**src/rtl/core/stick_adc_reference_filter_assert.svh**
```systemverilog
// Assertion macros for the stick ADC reference filter.
// Used by the top level only; no other dependencies.
`ifndef STICK_ADC_REFERENCE_FILTER_ASSERT_SVH
`define STICK_ADC_REFERENCE_FILTER_ASSERT_SVH

`define SARF_ASSERT_IMPL(label, clk, rst_n, ante, cons) \
  label: assert property (@(posedge clk) disable iff (!rst_n) (ante) |-> (cons)) \
    else $error("assertion failed");

`define SARF_ASSERT_NEXT(label, clk, rst_n, ante, cons) \
  label: assert property (@(posedge clk) disable iff (!rst_n) (ante) |=> (cons)) \
    else $error("assertion failed");

`endif

```
**src/rtl/core/sarf_pkg.sv**
```systemverilog
// Package for the stick ADC reference filter.
// Holds the widths shared by all modules and the filter constants.
package sarf_pkg;
  localparam int unsigned SampleW = 12;
  localparam int unsigned WideW = 13;
  localparam int unsigned ProdW = 25;
  localparam logic [12:0] IntRefNominal = 13'd1519;
  localparam logic [12:0] IntRefHigh = 13'd1719;
  localparam logic [12:0] IntRefLow = 13'd1319;
  localparam logic [12:0] ExtRefNominal = 13'd3102;
  localparam logic [12:0] ExtCheckLow = 13'd3002;
  localparam logic [12:0] ExtCheckHigh = 13'd3202;
  localparam logic [12:0] BatteryReset = 13'd3309;
  localparam logic [12:0] JumpLimit = 13'd30;
  localparam logic [12:0] SmoothLimit = 13'd20;

  function automatic logic [12:0] absdiff(logic [12:0] a, logic [12:0] b);
    return (a > b) ? (a - b) : (b - a);
  endfunction

  // Exact floor((4*old+new)/5) for values below 2^15 via a reciprocal.
  function automatic logic [12:0] blend(logic [12:0] old, logic [12:0] cur);
    logic [14:0] s;
    logic [31:0] p;
    logic [14:0] q;
    logic [14:0] r;
    s = {old, 2'b00} + {2'b00, cur};
    p = 32'(s) * 32'd13107;
    q = p[30:16];
    r = s - 15'(q * 15'd5);
    if (r >= 15'd5) q = q + 15'd1;
    return q[12:0];
  endfunction

  function automatic logic [12:0] jump(logic [12:0] old, logic [12:0] cur);
    return (absdiff(old, cur) > JumpLimit) ? cur : blend(old, cur);
  endfunction
endpackage

```
**src/rtl/core/sarf_divider.sv**
```systemverilog
// Bit-serial restoring divider, one quotient bit per cycle.
// Depends on sarf_pkg for widths.
module sarf_divider (
  input  logic                        clk_i,
  input  logic                        rst_ni,
  input  logic                        start_i,
  input  logic [sarf_pkg::ProdW-1:0]  dividend_i,
  input  logic [sarf_pkg::WideW-1:0]  divisor_i,
  output logic                        done_o,
  output logic [sarf_pkg::ProdW-1:0]  quotient_o
);
  import sarf_pkg::*;

  logic [ProdW-1:0] quot_q, quot_d;
  logic [WideW:0]   rem_q, rem_d;
  logic [WideW-1:0] den_q, den_d;
  logic [4:0]       cnt_q, cnt_d;
  logic             busy_q, busy_d;
  logic             done_q, done_d;
  logic [WideW:0]   trial;

  always_comb begin
    quot_d = quot_q;
    rem_d = rem_q;
    den_d = den_q;
    cnt_d = cnt_q;
    busy_d = busy_q;
    done_d = 1'b0;
    trial = {rem_q[WideW-1:0], quot_q[ProdW-1]};
    if (start_i) begin
      quot_d = dividend_i;
      rem_d = '0;
      den_d = divisor_i;
      cnt_d = 5'(ProdW);
      busy_d = 1'b1;
    end else if (busy_q) begin
      if (trial >= {1'b0, den_q} && den_q != '0) begin
        rem_d = trial - {1'b0, den_q};
        quot_d = {quot_q[ProdW-2:0], 1'b1};
      end else begin
        rem_d = trial;
        quot_d = {quot_q[ProdW-2:0], 1'b0};
      end
      cnt_d = cnt_q - 5'd1;
      if (cnt_q == 5'd1) begin
        busy_d = 1'b0;
        done_d = 1'b1;
      end
    end
  end

  always_ff @(posedge clk_i or negedge rst_ni) begin
    if (!rst_ni) begin
      busy_q <= 1'b0;
      done_q <= 1'b0;
      cnt_q <= '0;
    end else begin
      busy_q <= busy_d;
      done_q <= done_d;
      cnt_q <= cnt_d;
    end
  end

  always_ff @(posedge clk_i) begin
    quot_q <= quot_d;
    rem_q <= rem_d;
    den_q <= den_d;
  end

  // A zero divisor yields zero; the filter never divides by zero.
  assign quotient_o = (den_q == '0) ? '0 : quot_q;
  assign done_o = done_q;
endmodule

```
**src/rtl/core/stick_adc_reference_filter.sv**
```systemverilog
// Stick ADC reference filter: reference tracking, ratiometric correction
// and stick smoothing. Each item runs six divisions in turn on one shared
// bit-serial divider, then loads the output register once the last result
// has been taken and returns to idle; the result waits in an output
// register while the next item may be taken.
// Depends on sarf_pkg, sarf_divider and stick_adc_reference_filter_assert.svh.
`include "stick_adc_reference_filter_assert.svh"
module stick_adc_reference_filter (
  input  logic        clk_i,
  input  logic        rst_ni,
  input  logic        in_valid_i,
  output logic        in_stall_o,
  input  logic [11:0] int_ref_sample_i,
  input  logic [11:0] ext_ref_sample_i,
  input  logic [11:0] battery_sample_i,
  input  logic [11:0] rudder_sample_i,
  input  logic [11:0] stick_a_sample_i,
  input  logic [11:0] stick_b_sample_i,
  input  logic [11:0] aileron_sample_i,
  output logic        out_valid_o,
  input  logic        out_stall_i,
  output logic [11:0] rudder_out_o,
  output logic [11:0] throttle_out_o,
  output logic [11:0] elevator_out_o,
  output logic [11:0] aileron_out_o,
  output logic [12:0] battery_out_o,
  output logic        ext_ref_good_o,
  input  logic        cfg_we_i,
  input  logic        cfg_index_i,
  input  logic [11:0] cfg_data_i
);
  import sarf_pkg::*;

  typedef enum logic [4:0] {
    StIdle  = 5'b00001,
    StStart = 5'b00010,
    StWait  = 5'b00100,
    StApply = 5'b01000,
    StOut   = 5'b10000
  } state_e;

  state_e      state_q, state_d;
  logic        mode_q;
  logic [11:0] max_q;
  logic [12:0] int_q, ext_q, bat_q;
  logic [11:0] stk_q [4];
  logic        trust_q;
  logic [2:0]  step_q;
  logic [11:0] smp_q [5];
  logic        ov_q;
  logic [11:0] o_stk_q [4];
  logic [12:0] o_bat_q;
  logic        o_tr_q;

  logic              dv_start, dv_done;
  logic [ProdW-1:0]  dv_num, dv_q;
  logic [WideW-1:0]  dv_den;
  logic [12:0]       x_cur, corr, sv, sv2;
  logic              accept;

  assign accept = in_valid_i && !in_stall_o;
  assign in_stall_o = (state_q != StIdle);

  // Step 0 is the reference check, steps 1..5 battery and the four sticks.
  always_comb begin
    x_cur = (step_q == 3'd0) ? ext_q : {1'b0, smp_q[3'(step_q - 3'd1)]};
    if (step_q == 3'd0 || !trust_q) begin
      dv_num = 25'(x_cur) * 25'(IntRefNominal);
      dv_den = int_q;
    end else begin
      dv_num = 25'(x_cur) * 25'(ExtRefNominal);
      dv_den = ext_q;
    end
  end
  assign dv_start = (state_q == StStart);

  sarf_divider u_div (
    .clk_i, .rst_ni, .start_i(dv_start), .dividend_i(dv_num),
    .divisor_i(dv_den), .done_o(dv_done), .quotient_o(dv_q)
  );

  assign corr = dv_q[12:0];
  always_comb begin
    sv = corr;
    if (absdiff({1'b0, stk_q[2'(step_q - 3'd2)]}, corr) < SmoothLimit)
      sv = blend({1'b0, stk_q[2'(step_q - 3'd2)]}, corr);
    sv2 = (sv > {1'b0, max_q}) ? {1'b0, max_q} : sv;
  end

  always_comb begin
    state_d = state_q;
    unique case (state_q)
      StIdle:  if (accept) state_d = StStart;
      StStart: state_d = StWait;
      StWait:  if (dv_done) state_d = StApply;
      StApply: state_d = (step_q == 3'd5) ? StOut : StStart;
      StOut:   if (!ov_q) state_d = StIdle;
      default: state_d = StIdle;
    endcase
  end

  always_ff @(posedge clk_i or negedge rst_ni) begin
    if (!rst_ni) begin
      state_q <= StIdle;
      mode_q <= 1'b0;
      max_q <= 12'hfff;
      int_q <= IntRefNominal;
      ext_q <= ExtRefNominal;
      bat_q <= BatteryReset;
      for (int i = 0; i < 4; i++) stk_q[i] <= '0;
      trust_q <= 1'b1;
      step_q <= '0;
      ov_q <= 1'b0;
    end else begin
      state_q <= state_d;
      if (cfg_we_i) begin
        if (cfg_index_i) max_q <= cfg_data_i;
        else mode_q <= cfg_data_i[0];
      end
      if (ov_q && !out_stall_i) ov_q <= 1'b0;
      if (accept) begin
        logic [12:0] ni;
        logic [12:0] ne;
        ni = jump(int_q, {1'b0, int_ref_sample_i});
        ne = jump(ext_q, {1'b0, ext_ref_sample_i});
        int_q <= (ni > IntRefHigh || ni < IntRefLow) ? IntRefNominal : ni;
        ext_q <= {1'b0, ne[11:0]};
        step_q <= '0;
      end
      if (state_q == StApply) begin
        step_q <= step_q + 3'd1;
        if (step_q == 3'd0) begin
          if (dv_q < 25'(ExtCheckLow) || dv_q > 25'(ExtCheckHigh)) begin
            trust_q <= 1'b0;
            ext_q <= ExtRefNominal;
          end
        end else if (step_q == 3'd1) begin
          bat_q <= jump(bat_q, corr);
        end else begin
          stk_q[2'(step_q - 3'd2)] <= sv2[11:0];
        end
      end
      if (state_q == StOut && !ov_q) ov_q <= 1'b1;
    end
  end

  always_ff @(posedge clk_i) begin
    if (accept) begin
      smp_q[0] <= battery_sample_i;
      smp_q[1] <= rudder_sample_i;
      smp_q[2] <= mode_q ? stick_b_sample_i : stick_a_sample_i;
      smp_q[3] <= mode_q ? stick_a_sample_i : stick_b_sample_i;
      smp_q[4] <= aileron_sample_i;
    end
    if (state_q == StOut && !ov_q) begin
      for (int i = 0; i < 4; i++) o_stk_q[i] <= stk_q[i];
      o_bat_q <= bat_q;
      o_tr_q <= trust_q;
    end
  end

  assign out_valid_o = ov_q;
  assign rudder_out_o = o_stk_q[0];
  assign throttle_out_o = o_stk_q[1];
  assign elevator_out_o = o_stk_q[2];
  assign aileron_out_o = o_stk_q[3];
  assign battery_out_o = o_bat_q;
  assign ext_ref_good_o = o_tr_q;

  `SARF_ASSERT_IMPL(a_busy_stall, clk_i, rst_ni, state_q != StIdle, in_stall_o)
  `SARF_ASSERT_NEXT(a_trust_sticky, clk_i, rst_ni, !trust_q, !trust_q)
  `SARF_ASSERT_IMPL(a_int_window, clk_i, rst_ni, 1'b1,
      int_q >= IntRefLow && int_q <= IntRefHigh)
endmodule
```
**config.mk**
```make
export PLATFORM = sky130hd
export DESIGN_NAME = stick_adc_reference_filter
export DESIGN_NICKNAME = d
export VERILOG_FILES = /design/src/rtl/core/sarf_pkg.sv /design/src/rtl/core/sarf_divider.sv /design/src/rtl/core/stick_adc_reference_filter.sv
export VERILOG_INCLUDE_DIRS = /design/src /design/src/rtl/core
export SDC_FILE = /design/constraint.sdc
export NUM_CORES = 2
export LEC_CHECK = 0
export BUFFER_PORTS_ARGS = -buffer_cell sky130_fd_sc_hd__buf_4
export CAP_MARGIN = 20
export CELL_PAD_IN_SITES_DETAIL_PLACEMENT = 0
export CELL_PAD_IN_SITES_GLOBAL_PLACEMENT = 1
export CORE_AREA = 2 2 450 340
export DETAILED_ROUTE_END_ITERATION = 8
export DIE_AREA = 0 0 452 342
export GPL_TIMING_DRIVEN = 0
export PLACE_DENSITY = 0.52
export RECOVER_POWER = 100
export SYNTH_ARGS = -nofsm -noshare
export SYNTH_HDL_FRONTEND = slang
export SYNTH_SLANG_ARGS = --single-unit
```
**constraint.sdc**
```tcl
create_clock -name clk_i -period 19.2 [get_ports clk_i]
set_input_delay 1.92 -clock clk_i [delete_from_list [all_inputs] [get_ports clk_i]]
set_output_delay 1.92 -clock clk_i [all_outputs]
set_load 0.02 [all_outputs]
```
* Word-level counts from Yosys, hierarchy flattened *
Memory sizes are Yosys's and may differ from the RTL's.
Index checks and enable logic that the tools add are counted.

cells by class
  add/subtract/negate cells = 25
  reductions and logical operators = 24
  equal/unequal tests = 12
  multiplexer cells = 56
  bitwise operators = 4
  order comparisons = 20
  $mul = 10

operator list
  operator                number
  $mux 13                 19
  $mul 15x14->29 const B  4
  $mux 25                 4
  $mux 12                 8
  $ge 15x3->1 const B     4
  $mul 13x3->15 const B   4
  $sub 15x15->15          4
  $bwmux 48               1
  $mul 13x11->24 const B  2
  $add 13x1->13 const B   3
  $gt 13x12->1            3
  $gt 13x5->1 const B     3
  $sub 12x13->13          3
  $sub 13x12->13          3
  $sub 13x13->13          3
  $add 15x12->15          2
  $mux 5                  6
  $gt 25x12->1 const B    1
  $lt 25x12->1 const B    1
  $pmux 5 s5              1
  $bmux 12 s2             1
  $demux 12 s2            1
  $add 14x13->15          1
  $add 15x13->15          1
  other kinds (36)        68

word-level totals
  RAM bits = 108
  output and inout bits = 64
  input bits = 102
  memories = 2
  register bits after elaboration = 182

memory list
  name     depth  bits a word  read ports  clocked after memory_dff  wr ports  RTL line                          RTL
  smp_q    5      12           1           0                         5         stick_adc_reference_filter.sv:49  logic [11:0] smp_q [5];
  o_stk_q  4      12           4           0                         4         stick_adc_reference_filter.sv:51  logic [11:0] o_stk_q [4];

* Logic depth before layout (Yosys ltp) *
  word-level depth = 15
  mapped depth = 71

* Cells and area by module *
A second synthesis with hierarchy kept.

second synthesis, totals
  cell total of the unflattened synthesis = 4780
  area total of the unflattened synthesis = 45817.7 um2

modules (own cells, without submodules)
  module                      cells each  instances  sequential area each (um2)  area each (um2)
  stick_adc_reference_filter  4479        1          6462.4                      42533.3
  sarf_divider                301         1          1576.5                      3284.4

* Worst setup path after synthesis *
Ideal clock, no wire load.

  path type = reg-to-reg
  start = reg step_q[0]
  end = reg stk_q[14] (netlist name)
  slack = 4139 ps
  data required time = 19070 ps
  path buffers = 5
  setup time = 130 ps
  data arrival time = 14931 ps
  stages on the path, launching flop included = 65
  clock period less this slack = 15061 ps
  cells stage by stage = dfrtp_1 -> buf_2 -> buf_1 -> clkbuf_1 -> mux4_2 -> ha_1 -> fa_1 -> a21o_1 -> a21oi_1 -> nand4b_1 -> o211ai_2 -> a21o_1 -> a21oi_1 -> xor2_1 -> inv_1 -> ha_1 -> inv_1 -> fa_1 -> [29 not listed] -> o21ai_1 -> ha_1 -> nor2b_1 -> o21a_1 -> o21a_1 -> o21a_1 -> o21a_1 -> o21a_1 -> o21a_1 -> o21a_1 -> o21a_1 -> o21a_1 -> o21a_1 -> o32ai_1 -> o211a_1 -> buf_6 -> mux2i_2 -> o21ai_1

on the way
  word-level cells in the longest chain between the ends = 15
  elaborated cells between the ends (all ways) = 31
  those cells by class = add/sub: 6; mul: 2; order compare: 6; eq/ne: 1; mux: 10; bitwise: 3; reduce/logical: 3

ends and longest elaborated chain
  element                                      RTL line                                                                                               RTL
  start: declaration                           stick_adc_reference_filter.sv:48                                                                       logic [2:0] step_q;
  start signal: assignment                     stick_adc_reference_filter.sv:131                                                                      step_q <= step_q + 3'd1;
  $sub 2x2->2                                  stick_adc_reference_filter.sv:85, stick_adc_reference_filter.sv:86, stick_adc_reference_filter.sv:140
  $not 2->3 (implied by the code)              stick_adc_reference_filter.sv:85, stick_adc_reference_filter.sv:86, stick_adc_reference_filter.sv:140
  $bmux 12 s2                                  stick_adc_reference_filter.sv:85, stick_adc_reference_filter.sv:86
  $mux 12 (implied by the code) (2 in series)  stick_adc_reference_filter.sv:85, stick_adc_reference_filter.sv:86
  $add 14x13->15                               sarf_pkg.sv:27                                                                                         s = {old, 2'b00} + {2'b00, cur};
  $mul 15x14->29                               sarf_pkg.sv:28                                                                                         p = 32'(s) * 32'd13107;
  $mul 13x3->15                                sarf_pkg.sv:30                                                                                         r = s - 15'(q * 15'd5);
  $sub 15x15->15                               sarf_pkg.sv:30
  $ge 15x3->1                                  sarf_pkg.sv:31                                                                                         if (r >= 15'd5) q = q + 15'd1;
  $mux 13                                      sarf_pkg.sv:31
  $mux 13                                      stick_adc_reference_filter.sv:85                                                                       if (absdiff({1'b0, stk_q[2'(step_q - 3'd2)]}, corr) < SmoothLimit)
  $gt 13x12->1                                 stick_adc_reference_filter.sv:87                                                                       sv2 = (sv > {1'b0, max_q}) ? {1'b0, max_q} : sv;
  $mux 12                                      stick_adc_reference_filter.sv:87
  $bwmux 48                                    stick_adc_reference_filter.sv:140                                                                      stk_q[2'(step_q - 3'd2)] <= sv2[11:0];
  end signal: indexed assignment               stick_adc_reference_filter.sv:140
  end: declaration                             stick_adc_reference_filter.sv:46                                                                       logic [11:0] stk_q [4];

Several ways; a longest one is shown, not always the timed one. The select of a mux whose other input is x is not followed.
A chain may end at the register's enable or synchronous reset.

* Worst setup path after layout *
  start = reg u_div.den_q[7]
  end = reg stk_q[28] (netlist name)

on the way
  word-level cells in the longest chain between the ends = 12
  elaborated cells between the ends (all ways) = 18
  those cells by class = add/sub: 5; mul: 2; order compare: 4; mux: 6; reduce/logical: 1

ends and longest elaborated chain
  element                   RTL line                           RTL
  start: declaration        sarf_divider.sv:16                 logic [WideW-1:0] den_q, den_d;
  start signal: assignment  sarf_divider.sv:67                 den_q <= den_d;
  $logic_not 13->1 *        sarf_divider.sv:71                 assign quotient_o = (den_q == '0) ? '0 : quot_q;
  $mux 25 *                 sarf_divider.sv:71
  $add 14x13->15            sarf_pkg.sv:27
  $mul 15x14->29            sarf_pkg.sv:28
  $mul 13x3->15             sarf_pkg.sv:30
  $sub 15x15->15            sarf_pkg.sv:30
  $ge 15x3->1               sarf_pkg.sv:31
  $mux 13                   sarf_pkg.sv:31
  $mux 13 *                 stick_adc_reference_filter.sv:85
  $gt 13x12->1              stick_adc_reference_filter.sv:87
  $mux 12 *                 stick_adc_reference_filter.sv:87
  $bwmux 48 *               stick_adc_reference_filter.sv:140

Mark *: on every way between the ends. The rest lies on a longest branch, timed or not.

==> impl_metrics.tcl <==
set metrics [dict create \
    status "complete, but fails checks" \
    violations "max-capacitance violations, max-slew violations" \
    die_area_um2 154600 \
    worstMarginPinSlew_ps 4937 \
    whs_path_depth 0 \
    place_congestion 0.8151 \
    async_flop_share_pct 40.34 \
    row_count 124 \
    synth.net_count 6018 \
    drive_gt1_share_pct 6.762 \
    area_growth_pct 10.95 \
    min_path_type "register to register" \
    cpPeakStageDelay_ps 650 \
    worstSkewPairLatency_ps 580 \
    synth_edf_count 160 \
    layout.nets 6256 \
    regToRegSetupSlack_ps 1560 \
    ys.flop_type "edfxtp_1" \
    synth_area_per_cell_um2 9.661 \
    grt.total_usage_pct 17.77 \
    rsz0062_at_grt "false" \
    cp.required_ps 19600 \
    r2r_start "u_div.den_q[7]" \
    die_h_um 342 \
    routed_wirelength_um 136100 \
    clk_path_buf_depth 3 \
    clock_skew_ps 37.17 \
    grt_start_max_net_pins 84 \
    syn-cell-area_um2 44870 \
    seqCellArea_um2 8039 \
    relSlewSlack_pct -229.1 \
    core_area_um2 151000 \
    critPathMostFrequentCell "o21a_1" \
    path_clk_slew_ps 60 \
    netlist_instances 4644 \
    final.setup.tns_ps 0 \
    die_w_um 452 \
    yosysWarnings 0 \
    cap_violations 4 \
    clock-sinks 290 \
    whs_endpoint "o_stk_q[3][10]" \
    fin_util_pct 32.98 \
    ys_types 105 \
    grt_pass1_vias 34375 \
    rr_worst_depth 62 \
    synth-seq-cells 290 \
    wire_per_inst_um 19.64 \
    cp_slowest_cell "or4_1" \
    start_util_pct 29.72 \
    post-route-drc-count 0 \
    ctsHtreeMaxLevel 2 \
    io_buffers 165 \
    multiInputGateArea_um2 33640 \
    r2r_end "stk_q[28]" \
    crit_arrival_ps 18040 \
    vias 33355 \
    setup_viol 0 \
    period_minus_slack_ps 17640 \
    fillers 15735 \
    cts_buffers 36 \
    grt_pass1_wl_um 212900 \
    cp-end-kind "register" \
    max_clock_freq_mhz 56.69 \
    grt_overflow 0 \
    criticalPathCategory "register to register" \
    hp-start "stk_q[10]" \
    clockRootBuffer "clkbuf_16" \
    maxSlewViolCount 195 \
    post-cts-setup-buffer-count 0 \
    fin_crit_sh_pct 91.87 \
    worstSetupStartpointType "register" \
    dp_hpwl_um 115000 \
    final_antenna_net_count 0 \
    hold_viol 0 \
    cts_tree "built" \
    path_max_fanout 10 \
    yosysSeqAreaShare_pct 17.92 \
    first_pass_iters 6 \
    drt-initial-drc-count 1904 \
    via_per_inst 4.812 \
    pin_count 166 \
    antenna_found_initial 6 \
]
synthesized netlist by cell type, types with 16 or more instances:
cell        n  area share [%]
nand4_1    40            0.56
a211oi_1   44            0.74
nor2_1    197             1.6
a21boi_0   16            0.27
nor4_1     20            0.28
nand2b_1   38            0.53
o21ai_1    74            0.83
clkbuf_1   67            0.56
or3_1      29            0.40
o211ai_1   17            0.28
nand3_1    67            0.75
dfrtp_1    80             4.5
dfstp_2    37             2.2
ha_1      871              24
a21oi_1   230             2.6
o21a_1     47            0.79
fa_1      401              18
edfxtp_1  160              11
o21ai_0   171             1.9
mux2_2     53             1.3
mux4_2     25             1.3
xnor2_1   173             3.4
a31oi_1    24            0.33
nor2b_1    40            0.56
inv_1     751             6.3
xor2_1     84             1.6
nor3_1     82            0.91
nand2_1   255             2.1
mux2i_1    51             1.1
a21o_1    109             1.8
and3_1     33            0.46
o21bai_1   39            0.65
repair_timing:
item | 4_1_cts | 5_1_grt
endpoints found under the setup margin | 0 | 35
hold buffers | 0 | 0
resized for setup | 0 | 4
how the worst max path moves through the flow:
stage                    from   endpoint  slack (ps)
3_3_place_gp        step_q[0]  stk_q[30]        -0.6
4_1_cts             step_q[0]  stk_q[30]         230
2_1_floorplan       step_q[0]  stk_q[14]        4140
5_1_grt        u_div.den_q[7]  stk_q[16]         130
3_5_place_dp        step_q[0]  stk_q[10]         370
6_report       u_div.den_q[7]  stk_q[28]        1560
kinds of logic after synthesis:
kind of cell    Yosys count  share of synthesized area [%]
xor+xnor                262                          5.240
fa+ha+maj              1275                          42.26
flops                   290                          17.92
simple gates            889                          9.736
compound gates          941                          13.62
mux                     141                          4.080
buf+inv                 846                          7.150
cell type report:
type	count	share of cell area, %
clock buffers	40	1.840
multi-input cells	3508	67.58
repair buffers	200	2.398
inverters	755	5.693
diodes	5	0.02514
plain buffers	91	0.7515
flip-flops and latches	290	16.15
clock inverters	26	0.4926
well taps	2016	5.067
layout by cell type (no fill, tap or decap), types with 74 or more instances in the layout:
cell / instances
a21o_1: 109
a21oi_1: 229
buf_4: 74
clkbuf_1: 167
dfrtp_1: 80
edfxtp_1: 160
fa_1: 401
ha_1: 871
inv_1: 751
nand2_1: 255
nor2_1: 197
nor3_1: 82
o21ai_0: 203
xnor2_1: 165
xor2_1: 83
worst max-delay path, delay by kind of cell, from the launching register on:
| kind | cells | cell delay [ps] |
|---|---|---|
| fa+ha+maj | 13 | 5270 |
| compound gates | 22 | 4610 |
| simple gates | 12 | 3720 |
| buf+inv | 10 | 1660 |
| mux | 3 | 910 |
| xor+xnor | 2 | 880 |
| flops | 1 | 380 |
per-layer routing:
layer | track usage, % | up-vias | routed length, um
li1 | - | 16645 | -
met1 | 28.30 | 16141 | 73950
met2 | 26.12 | 481 | 56090
met3 | 1.635 | 86 | 4202
met4 | 2.487 | 2 | 1834
met5 | 0 | - | 13
flip-flops by register name (all words and copies together) (netlist names), 25 cells and up:
| signal | cells |
|---|---|
| o_stk_q | 48 |
| u_div.quot_q | 25 |
| stk_q | 48 |
| smp_q | 60 |
metrics by stage:
step	cell area [um^2]	instances	hold slack (ps)	setup slack, ps
floorplan	44870	4644	435.8	4139
global placement	48630	6825	451.4	-0.6235
detailed placement	49030	6855	455.7	374.2
CTS	50190	6921	466.6	233.4
global route	49770	6929	482.9	134.5
finish	49780	6931	464.3	1560
Power is left out: the tool's default activity adds up to more than one toggle a clock period on the data nets, which glitch-free logic cannot reach.
